### src/hdl/battery_alert_monitor_core_defines.svh
// Assertion macros shared by the battery alert monitor RTL.
`ifndef BATTERY_ALERT_MONITOR_CORE_DEFINES_SVH
`define BATTERY_ALERT_MONITOR_CORE_DEFINES_SVH

// Same-cycle implication, checked outside reset.
`define BAM_ASSERT_NOW(label, ante, cons) \
  label: assert property (@(posedge clk) disable iff (!rst_n) (ante) |-> (cons)) \
    else $error("battery alert monitor assertion failed");

// Next-cycle implication, checked outside reset.
`define BAM_ASSERT_NEXT(label, ante, cons) \
  label: assert property (@(posedge clk) disable iff (!rst_n) (ante) |=> (cons)) \
    else $error("battery alert monitor assertion failed");

`endif

### src/hdl/bam_pkg.sv
// Types and constants of the battery alert monitor.
`timescale 1ns / 1ps

package bam_pkg;

  typedef enum logic [2:0] {
    ST_IDLE,
    ST_CALC,
    ST_DIV,
    ST_SCALE,
    ST_OUT
  } seq_state_t;

  typedef enum logic [2:0] {
    ALERT_NONE     = 3'd0,
    ALERT_STATE    = 3'd1,
    ALERT_CRITICAL = 3'd2,
    ALERT_LOW      = 3'd3,
    ALERT_FULL     = 3'd4
  } alert_t;

  localparam logic        REG_WARNING  = 1'b0;
  localparam logic        REG_CRITICAL = 1'b1;

  localparam logic [2:0]  CHG_STEADY   = 3'd0;
  localparam logic [15:0] TICK_MAX     = 16'hFFFF;
  localparam logic [21:0] RATE_MAX     = 22'h3FFFFF;
  localparam logic [21:0] RATE_RESET   = 22'd100;

endpackage

### src/hdl/battery_alert_monitor_core.sv
// Battery alert monitor: per-sample alert sequencer with a serial rate divider.
//
// One sample beat enters on the in_ channel (valid/stall) and one result beat
// leaves on the out_ channel. in_stall is high while a sample is being worked.
// A sample whose capacity changed while the rate is unknown runs a restoring
// divider, one quotient bit per cycle, and passes through ST_CALC, ST_DIV,
// ST_SCALE and ST_OUT; any other sample goes from ST_CALC to ST_OUT. The
// divider has a single compare-and-subtract step.
// The result sits in an output register, so a stalled receiver holds the
// result steady; the next sample is accepted and worked meanwhile and waits
// in its final step until the output register frees up.
// Registers warning_level (byte address 0) and critical_level (address 4) are
// written over the cfg_ APB-style port. The user must write them only while
// the block is idle; the block itself does not enforce this.
// Synchronous reset clears the levels, the capacity and state history, the
// tick count and both latches, and sets the rate estimate to 100.
`timescale 1ns / 1ps
`include "battery_alert_monitor_core_defines.svh"

module battery_alert_monitor_core #(
  parameter int CAP_BITS = 16
) (
  input  logic                clk,
  input  logic                rst_n,

  input  logic                in_valid,
  output logic                in_stall,
  input  logic [2:0]          in_charge_state,
  input  logic                in_rate_unknown,
  input  logic [15:0]         in_measured_rate,
  input  logic [CAP_BITS-1:0] in_remaining_mah,
  input  logic [15:0]         in_voltage_mv,

  output logic                out_valid,
  input  logic                out_stall,
  output logic [2:0]          out_alert,
  output logic [2:0]          out_state_out,
  output logic [21:0]         out_rate_out,
  output logic [15:0]         out_remaining_out,
  output logic [15:0]         out_voltage_out,

  input  logic                cfg_psel,
  input  logic                cfg_penable,
  input  logic                cfg_pwrite,
  input  logic [2:0]          cfg_paddr,
  input  logic [31:0]         cfg_pwdata,
  output logic [31:0]         cfg_prdata,
  output logic                cfg_pready
);

  localparam int CW    = (CAP_BITS > 16) ? CAP_BITS : 16;
  localparam int PW    = (CAP_BITS + 6 > 22) ? CAP_BITS + 6 : 23;
  localparam int CNT_W = $clog2(CAP_BITS);

  bam_pkg::seq_state_t state_r, state_nxt;

  logic [15:0]          warn_r, warn_nxt;
  logic [15:0]          crit_r, crit_nxt;

  logic [CAP_BITS-1:0]  last_cap_r, last_cap_nxt;
  logic [2:0]           last_state_r, last_state_nxt;
  logic [15:0]          ticks_r, ticks_nxt;
  logic                 low_r, low_nxt;
  logic                 full_r, full_nxt;
  logic [21:0]          rate_est_r, rate_est_nxt;

  logic [2:0]           it_state_r, it_state_nxt;
  logic                 it_unknown_r, it_unknown_nxt;
  logic [15:0]          it_meas_r, it_meas_nxt;
  logic [CAP_BITS-1:0]  it_rem_r, it_rem_nxt;
  logic [15:0]          it_volt_r, it_volt_nxt;

  logic [15:0]          div_rem_r, div_rem_nxt;
  logic [CAP_BITS-1:0]  div_quo_r, div_quo_nxt;
  logic [15:0]          div_den_r, div_den_nxt;
  logic [CNT_W-1:0]     div_cnt_r, div_cnt_nxt;

  logic                 out_valid_r, out_valid_nxt;
  bam_pkg::alert_t      out_alert_r, out_alert_nxt;
  logic [2:0]           out_state_r, out_state_nxt;
  logic [21:0]          out_rate_r, out_rate_nxt;
  logic [15:0]          out_rem_r, out_rem_nxt;
  logic [15:0]          out_volt_r, out_volt_nxt;

  logic                 in_accept;
  logic                 cfg_write;
  logic                 out_load;
  logic [15:0]          ticks_inc;
  logic [CAP_BITS-1:0]  last_eff;
  logic [CAP_BITS-1:0]  cap_diff;
  logic [16:0]          div_trial;
  logic                 div_fit;
  logic [PW-1:0]        quo_x;
  logic [PW-1:0]        scaled;
  logic [CW-1:0]        rem_x;
  logic [CW-1:0]        warn_x;
  logic [CW-1:0]        crit_x;
  bam_pkg::alert_t      alert_sel;
  logic                 low_sel;
  logic                 full_sel;

  assign in_stall   = (state_r != bam_pkg::ST_IDLE);
  assign in_accept  = in_valid && !in_stall;
  assign cfg_pready = 1'b1;
  assign cfg_write  = cfg_psel && cfg_penable && cfg_pwrite && cfg_pready;
  assign cfg_prdata = (cfg_paddr[2] == bam_pkg::REG_CRITICAL) ? {16'd0, crit_r}
                                                              : {16'd0, warn_r};
  assign out_load   = (state_r == bam_pkg::ST_OUT) && (!out_valid_r || !out_stall);

  assign ticks_inc  = (ticks_r == bam_pkg::TICK_MAX) ? ticks_r : ticks_r + 16'd1;
  assign last_eff   = (last_cap_r == '0) ? it_rem_r : last_cap_r;
  assign cap_diff   = (last_eff > it_rem_r) ? last_eff - it_rem_r : it_rem_r - last_eff;

  assign div_trial  = {div_rem_r, div_quo_r[CAP_BITS-1]};
  assign div_fit    = (div_trial >= {1'b0, div_den_r});

  assign quo_x      = PW'(div_quo_r);
  assign scaled     = (quo_x << 6) - (quo_x << 2);

  assign rem_x      = CW'(it_rem_r);
  assign warn_x     = CW'(warn_r);
  assign crit_x     = CW'(crit_r);

  always_comb begin
    alert_sel = bam_pkg::ALERT_NONE;
    low_sel   = low_r;
    full_sel  = full_r;
    priority if (it_state_r != last_state_r) begin
      alert_sel = bam_pkg::ALERT_STATE;
    end else if (rem_x <= crit_x) begin
      alert_sel = bam_pkg::ALERT_CRITICAL;
    end else if (rem_x <= warn_x && !low_r) begin
      alert_sel = bam_pkg::ALERT_LOW;
      low_sel   = 1'b1;
    end else if (it_state_r == bam_pkg::CHG_STEADY && !full_r) begin
      alert_sel = bam_pkg::ALERT_FULL;
      full_sel  = 1'b1;
    end else if (rem_x > warn_x && low_r) begin
      low_sel   = 1'b0;
    end else if (full_r && it_state_r != bam_pkg::CHG_STEADY) begin
      full_sel  = 1'b0;
    end
  end

  always_comb begin
    state_nxt      = state_r;
    warn_nxt       = warn_r;
    crit_nxt       = crit_r;
    last_cap_nxt   = last_cap_r;
    last_state_nxt = last_state_r;
    ticks_nxt      = ticks_r;
    low_nxt        = low_r;
    full_nxt       = full_r;
    rate_est_nxt   = rate_est_r;
    it_state_nxt   = it_state_r;
    it_unknown_nxt = it_unknown_r;
    it_meas_nxt    = it_meas_r;
    it_rem_nxt     = it_rem_r;
    it_volt_nxt    = it_volt_r;
    div_rem_nxt    = div_rem_r;
    div_quo_nxt    = div_quo_r;
    div_den_nxt    = div_den_r;
    div_cnt_nxt    = div_cnt_r;
    out_valid_nxt  = out_valid_r;
    out_alert_nxt  = out_alert_r;
    out_state_nxt  = out_state_r;
    out_rate_nxt   = out_rate_r;
    out_rem_nxt    = out_rem_r;
    out_volt_nxt   = out_volt_r;

    if (cfg_write) begin
      if (cfg_paddr[2] == bam_pkg::REG_CRITICAL) begin
        crit_nxt = cfg_pwdata[15:0];
      end else begin
        warn_nxt = cfg_pwdata[15:0];
      end
    end

    if (out_valid_r && !out_stall) begin
      out_valid_nxt = 1'b0;
    end

    unique case (state_r)
      bam_pkg::ST_IDLE: begin
        if (in_accept) begin
          it_state_nxt   = in_charge_state;
          it_unknown_nxt = in_rate_unknown;
          it_meas_nxt    = in_measured_rate;
          it_rem_nxt     = in_remaining_mah;
          it_volt_nxt    = in_voltage_mv;
          state_nxt      = bam_pkg::ST_CALC;
        end
      end
      bam_pkg::ST_CALC: begin
        last_cap_nxt = it_rem_r;
        if (last_eff != it_rem_r) begin
          ticks_nxt = 16'd0;
          if (it_unknown_r) begin
            div_rem_nxt = 16'd0;
            div_quo_nxt = cap_diff;
            div_den_nxt = ticks_inc;
            div_cnt_nxt = CNT_W'(CAP_BITS - 1);
            state_nxt   = bam_pkg::ST_DIV;
          end else begin
            state_nxt   = bam_pkg::ST_OUT;
          end
        end else begin
          ticks_nxt = ticks_inc;
          state_nxt = bam_pkg::ST_OUT;
        end
      end
      bam_pkg::ST_DIV: begin
        div_rem_nxt = div_fit ? 16'(div_trial - {1'b0, div_den_r}) : div_trial[15:0];
        div_quo_nxt = {div_quo_r[CAP_BITS-2:0], div_fit};
        div_cnt_nxt = div_cnt_r - CNT_W'(1);
        if (div_cnt_r == '0) begin
          state_nxt = bam_pkg::ST_SCALE;
        end
      end
      bam_pkg::ST_SCALE: begin
        rate_est_nxt = (scaled > PW'(bam_pkg::RATE_MAX)) ? bam_pkg::RATE_MAX : scaled[21:0];
        state_nxt    = bam_pkg::ST_OUT;
      end
      bam_pkg::ST_OUT: begin
        if (out_load) begin
          low_nxt        = low_sel;
          full_nxt       = full_sel;
          last_state_nxt = it_state_r;
          out_valid_nxt  = 1'b1;
          out_alert_nxt  = alert_sel;
          out_state_nxt  = it_state_r;
          out_rate_nxt   = it_unknown_r ? rate_est_r : {6'd0, it_meas_r};
          out_rem_nxt    = rem_x[15:0];
          out_volt_nxt   = it_volt_r;
          state_nxt      = bam_pkg::ST_IDLE;
        end
      end
      default: begin
        state_nxt = bam_pkg::ST_IDLE;
      end
    endcase
  end

  always_ff @(posedge clk) begin
    if (!rst_n) begin
      state_r      <= bam_pkg::ST_IDLE;
      warn_r       <= 16'd0;
      crit_r       <= 16'd0;
      last_cap_r   <= '0;
      last_state_r <= 3'd0;
      ticks_r      <= 16'd0;
      low_r        <= 1'b0;
      full_r       <= 1'b0;
      rate_est_r   <= bam_pkg::RATE_RESET;
      out_valid_r  <= 1'b0;
    end else begin
      state_r      <= state_nxt;
      warn_r       <= warn_nxt;
      crit_r       <= crit_nxt;
      last_cap_r   <= last_cap_nxt;
      last_state_r <= last_state_nxt;
      ticks_r      <= ticks_nxt;
      low_r        <= low_nxt;
      full_r       <= full_nxt;
      rate_est_r   <= rate_est_nxt;
      out_valid_r  <= out_valid_nxt;
    end
  end

  always_ff @(posedge clk) begin
    it_state_r   <= it_state_nxt;
    it_unknown_r <= it_unknown_nxt;
    it_meas_r    <= it_meas_nxt;
    it_rem_r     <= it_rem_nxt;
    it_volt_r    <= it_volt_nxt;
    div_rem_r    <= div_rem_nxt;
    div_quo_r    <= div_quo_nxt;
    div_den_r    <= div_den_nxt;
    div_cnt_r    <= div_cnt_nxt;
    out_alert_r  <= out_alert_nxt;
    out_state_r  <= out_state_nxt;
    out_rate_r   <= out_rate_nxt;
    out_rem_r    <= out_rem_nxt;
    out_volt_r   <= out_volt_nxt;
  end

  assign out_valid         = out_valid_r;
  assign out_alert         = out_alert_r;
  assign out_state_out     = out_state_r;
  assign out_rate_out      = out_rate_r;
  assign out_remaining_out = out_rem_r;
  assign out_voltage_out   = out_volt_r;

  `BAM_ASSERT_NEXT(a_accept_to_calc, in_accept, state_r == bam_pkg::ST_CALC)
  `BAM_ASSERT_NOW(a_div_nonzero, state_r == bam_pkg::ST_DIV, div_den_r != 16'd0)
  `BAM_ASSERT_NEXT(a_load_to_valid, out_load, out_valid_r)
  `BAM_ASSERT_NOW(a_low_alert_latched, out_valid_r && out_alert_r == bam_pkg::ALERT_LOW, low_r)
  `BAM_ASSERT_NOW(a_full_alert_latched, out_valid_r && out_alert_r == bam_pkg::ALERT_FULL, full_r)

endmodule
### config.mk
export PLATFORM = sky130hd
export DESIGN_NAME = battery_alert_monitor_core
export DESIGN_NICKNAME = d
export VERILOG_FILES = /design/src/hdl/bam_pkg.sv /design/src/hdl/battery_alert_monitor_core.sv
export VERILOG_INCLUDE_DIRS = /design/src /design/src/hdl
export SDC_FILE = /design/constraint.sdc
export NUM_CORES = 1
export LEC_CHECK = 0
export BUFFER_PORTS_ARGS = -buffer_cell sky130_fd_sc_hd__buf_4
export CAP_MARGIN = 40
export CELL_PAD_IN_SITES_DETAIL_PLACEMENT = 0
export CELL_PAD_IN_SITES_GLOBAL_PLACEMENT = 1
export CORE_MARGIN = 3
export CORE_UTILIZATION = 49
export CTS_CLUSTER_SIZE = 24
export DETAILED_ROUTE_END_ITERATION = 8
export PLACE_DENSITY = 0.88
export SYNTH_ARGS = -nofsm -noshare
export SYNTH_HDL_FRONTEND = slang
export SYNTH_SLANG_ARGS = --single-unit
### constraint.sdc
create_clock -name clk -period 5.6 [get_ports clk]
set_clock_uncertainty 0.1 [all_clocks]
set_input_delay 0 -clock clk [delete_from_list [all_inputs] [get_ports clk]]
set_output_delay 0 -clock clk [all_outputs]
set_load 0.05 [all_outputs]
==> reports/results.txt <==
Synth area leaders: edfxtp_1 35%, dfxtp_1 14%, ha_1 8.7%, a21oi_1 5.1%, nand2_1 5.1%
Relative slew margins: 43.5%
Largest area contributor in the netlist: edfxtp_1
Nets@finish: 1827
Hold Crit Class: input port to flip-flop
Area grow syn2layout: 23.0%
Core Area: 0.0279 sq mm
Worst Path Arrival: 4.57 ns
Initial antenna violation count: 0
WL final: 33.0 mm
R2R Setup Slk: 1.24 ns
Drt drc: 0
IO Count: 189
Count leader, synth: nand2_1
Register bit total from synthesis: 258
Terminus of the critical flop-to-flop path: div_quo_r[13]
Detailed Place HPWL: 22.3 mm
Critical path's top delay family: simple AND/OR/NAND/NOR gates
Vias per Instance: 5.36
H-Tree Depth: 1
Setup crit start: last_cap_r[10]
Routed wire per std cell: 16.2 microns
Fin crit period: 4.36 ns
Primary FF master, synth: edfxtp_1
Layout filler cell count: 2332
Clock root cell: clkbuf_16
Leak pwr: 6.89 nW
Post-synthesis sequential area ratio: 48.9%
Die outline width: 175 microns
Max_cap viols: 0
Row count: 61
Remaining Overflow, GRT: 0
CTS tree: built
Post-synth top area share: 35.4%
Area taken by multi-input logic gates: 0.00635 sq mm
Register Area: 0.00681 sq mm
Slew Viols, Final: 0
Critical Path Stages: 13
Yosys cell types: 79
Setup TNS: 0 ns
Slowest Stage Delay on Critical Path: 0.57 ns
Synth Warn #: 0
Crit path cell chain: nor4_1 > and4_1 > buf_4 > a21o_1 > ha_1 > and3_1 > nand4_1 > a211o_1 > a31oi_4 > mux2_4 > a221oi_2 > nand3_1 > nor3b_2
Setup crit start kind: flip-flop
I/O Buffers: 153
Cells after synthesis: 1413
Reg2Reg Depth: 13
CTS resizes: 0
Crit. End Element: flip-flop
Hold Vio Cnt, Final: 0
Ratio of final minimum period to clock period: 77.9%
Die height: 175 microns
Pwr/cell area: 309 mW/mm^2
Avg Cell Area, Syn: 9.85 sq um
Clk pin slew, worst setup/hold paths: 0.06 ns
# setup viols final: 0
GP Congestion: 0.849
FFs w/ async S/R, synth: 0%
Diode count: 0
WP data required: 5.80 ns
Worst slew pin tran: 0.848 ns
Commonest cells post-synth: 190 x nand2_1, 164 x edfxtp_1, 143 x a21oi_1
CP bufs+invs: 1
DR pass1 iterations: 5
Clk buf depth: 3
Crit Reg-Reg Startpoint: last_cap_r[10]
CTS buffer count: 29
Die area: 0.0305 sq mm
Crit Path Max Fanout: 20
Slowest CP cell: a31oi_4
Largest net degree at the start of global routing: 74
Setup Crit Path Kind: flip-flop to flip-flop
Number of DRC markers in iteration 0: 658
VDD IR-drop max: 0.256 mV
Crit path capture: div_quo_r[13]
WHS: 0.0462 ns
Clk_lat worst skew: 0.56 ns
TritonCTS sink count: 258
Initial core utilization: 49.9%
Unrepaired setup endpoints after global routing: no
Mapped cell area: 0.0139 sq mm
Vias in the first global route: 10800
Status: finished clean
Layout cells sized above 1: 16.0%
GRT Resource Usage Total: 21.3%
Worst hold stages: 2
Post-synth EDFFs: 164
First-pass GRT wire length: 54.2 mm
Fmax: 229 MHz
Remaining antenna violation count: 0
Via count: 10900
==> metal layers <==
layer	share of wire (%)	track usage (%)	up-vias
met5	0	0	-
met4	2.4	5.98	0
met3	5.4	3.41	54
met2	49	37.5	279
met1	43	27.3	5137
li1	-	-	5428
==> worst min path at each step <==
stage,start,to,slack (ns)
after floorplan,in_measured_rate[0],it_meas_r[0],-0.001
after global placement,in_remaining_mah[10],it_rem_r[10],0.08
after detailed placement,in_voltage_mv[10],it_volt_r[10],0.08
after CTS,in_remaining_mah[5],it_rem_r[5],0.02
after global routing,in_remaining_mah[15],it_rem_r[15],0.03
final,in_remaining_mah[5],it_rem_r[5],0.05
==> area by class of cell <==
cell class	instances	share of cell area, %
Sequential cell	258	39.8
Tap cell	378	2.76
Clock inverter	12	0.746
Multi-Input combinational cell	979	37.1
Clock buffer	41	4.75
Timing Repair Buffer	248	12.3
Inverter	117	2.57
==> sequential cells by signal, indices dropped and copies added, names as in the netlist, 4 cells and up <==
signal             flops
out_remaining_out     16
it_volt_r             16
div_den_r             16
crit_r                16
out_rate_out          22
it_meas_r             16
warn_r                16
out_voltage_out       16
div_rem_r             16
ticks_r               16
it_rem_r              16
div_cnt_r              4
rate_est_r            21
last_cap_r            16
div_quo_r             16
==> report_power, final <==
part	internal [mW]	switching [mW]	total, mW
sequential	2.14	0.0700	2.21
combinational	0.500	0.699	1.20
clock	1.10	0.775	1.88
total	3.74	1.54	5.29
==> placed cells by master (no fill, tap or decap), types with 18 or more instances in the layout <==
cell / instances
a21o_1: 41
a21oi_1: 143
buf_4: 164
clkbuf_16: 30
dfxtp_1: 94
dlygate4sd3_1: 79
edfxtp_1: 164
ha_1: 97
inv_1: 114
mux2_2: 18
nand2_1: 189
nand3_1: 27
nor2_1: 67
nor3_1: 19
o21ai_0: 83
or3_1: 18
xnor2_1: 31
xor2_1: 20
==> logic make-up after synthesis <==
family | after synthesis | synth area share [%]
fa+ha+maj | 100 | 9.16
buf+inv | 191 | 5.91
simple gates | 411 | 13.9
compound gates | 368 | 16.3
xor+xnor | 51 | 3.21
mux | 32 | 2.54
other cells | 2 | 0.0540
flops | 258 | 48.9
==> timing repair <==
item,in CTS,in global routing
buffers inserted,0,0
hold endpoints to repair,113,0
setup endpoints to repair,0,0
hold buffers,79,0
==> through the flow <==
step | util [%] | area [sq um] | worst slack [ns] | std cells | power, mW
2_1_floorplan | - | 14000 | 1.81 | 1428 | 3.12
3_3_place_gp | 54.9 | 15300 | 1.21 | 1896 | 3.37
3_5_place_dp | 55.2 | 15400 | 1.19 | 1901 | 3.39
4_1_cts | 61.4 | 17100 | 1.17 | 2033 | 5.32
5_1_grt | 61.4 | 17100 | 0.958 | 2033 | 5.55
6_report | 61.4 | 17100 | 1.24 | 2033 | 5.29
Power figures use the tool's default switching activity.
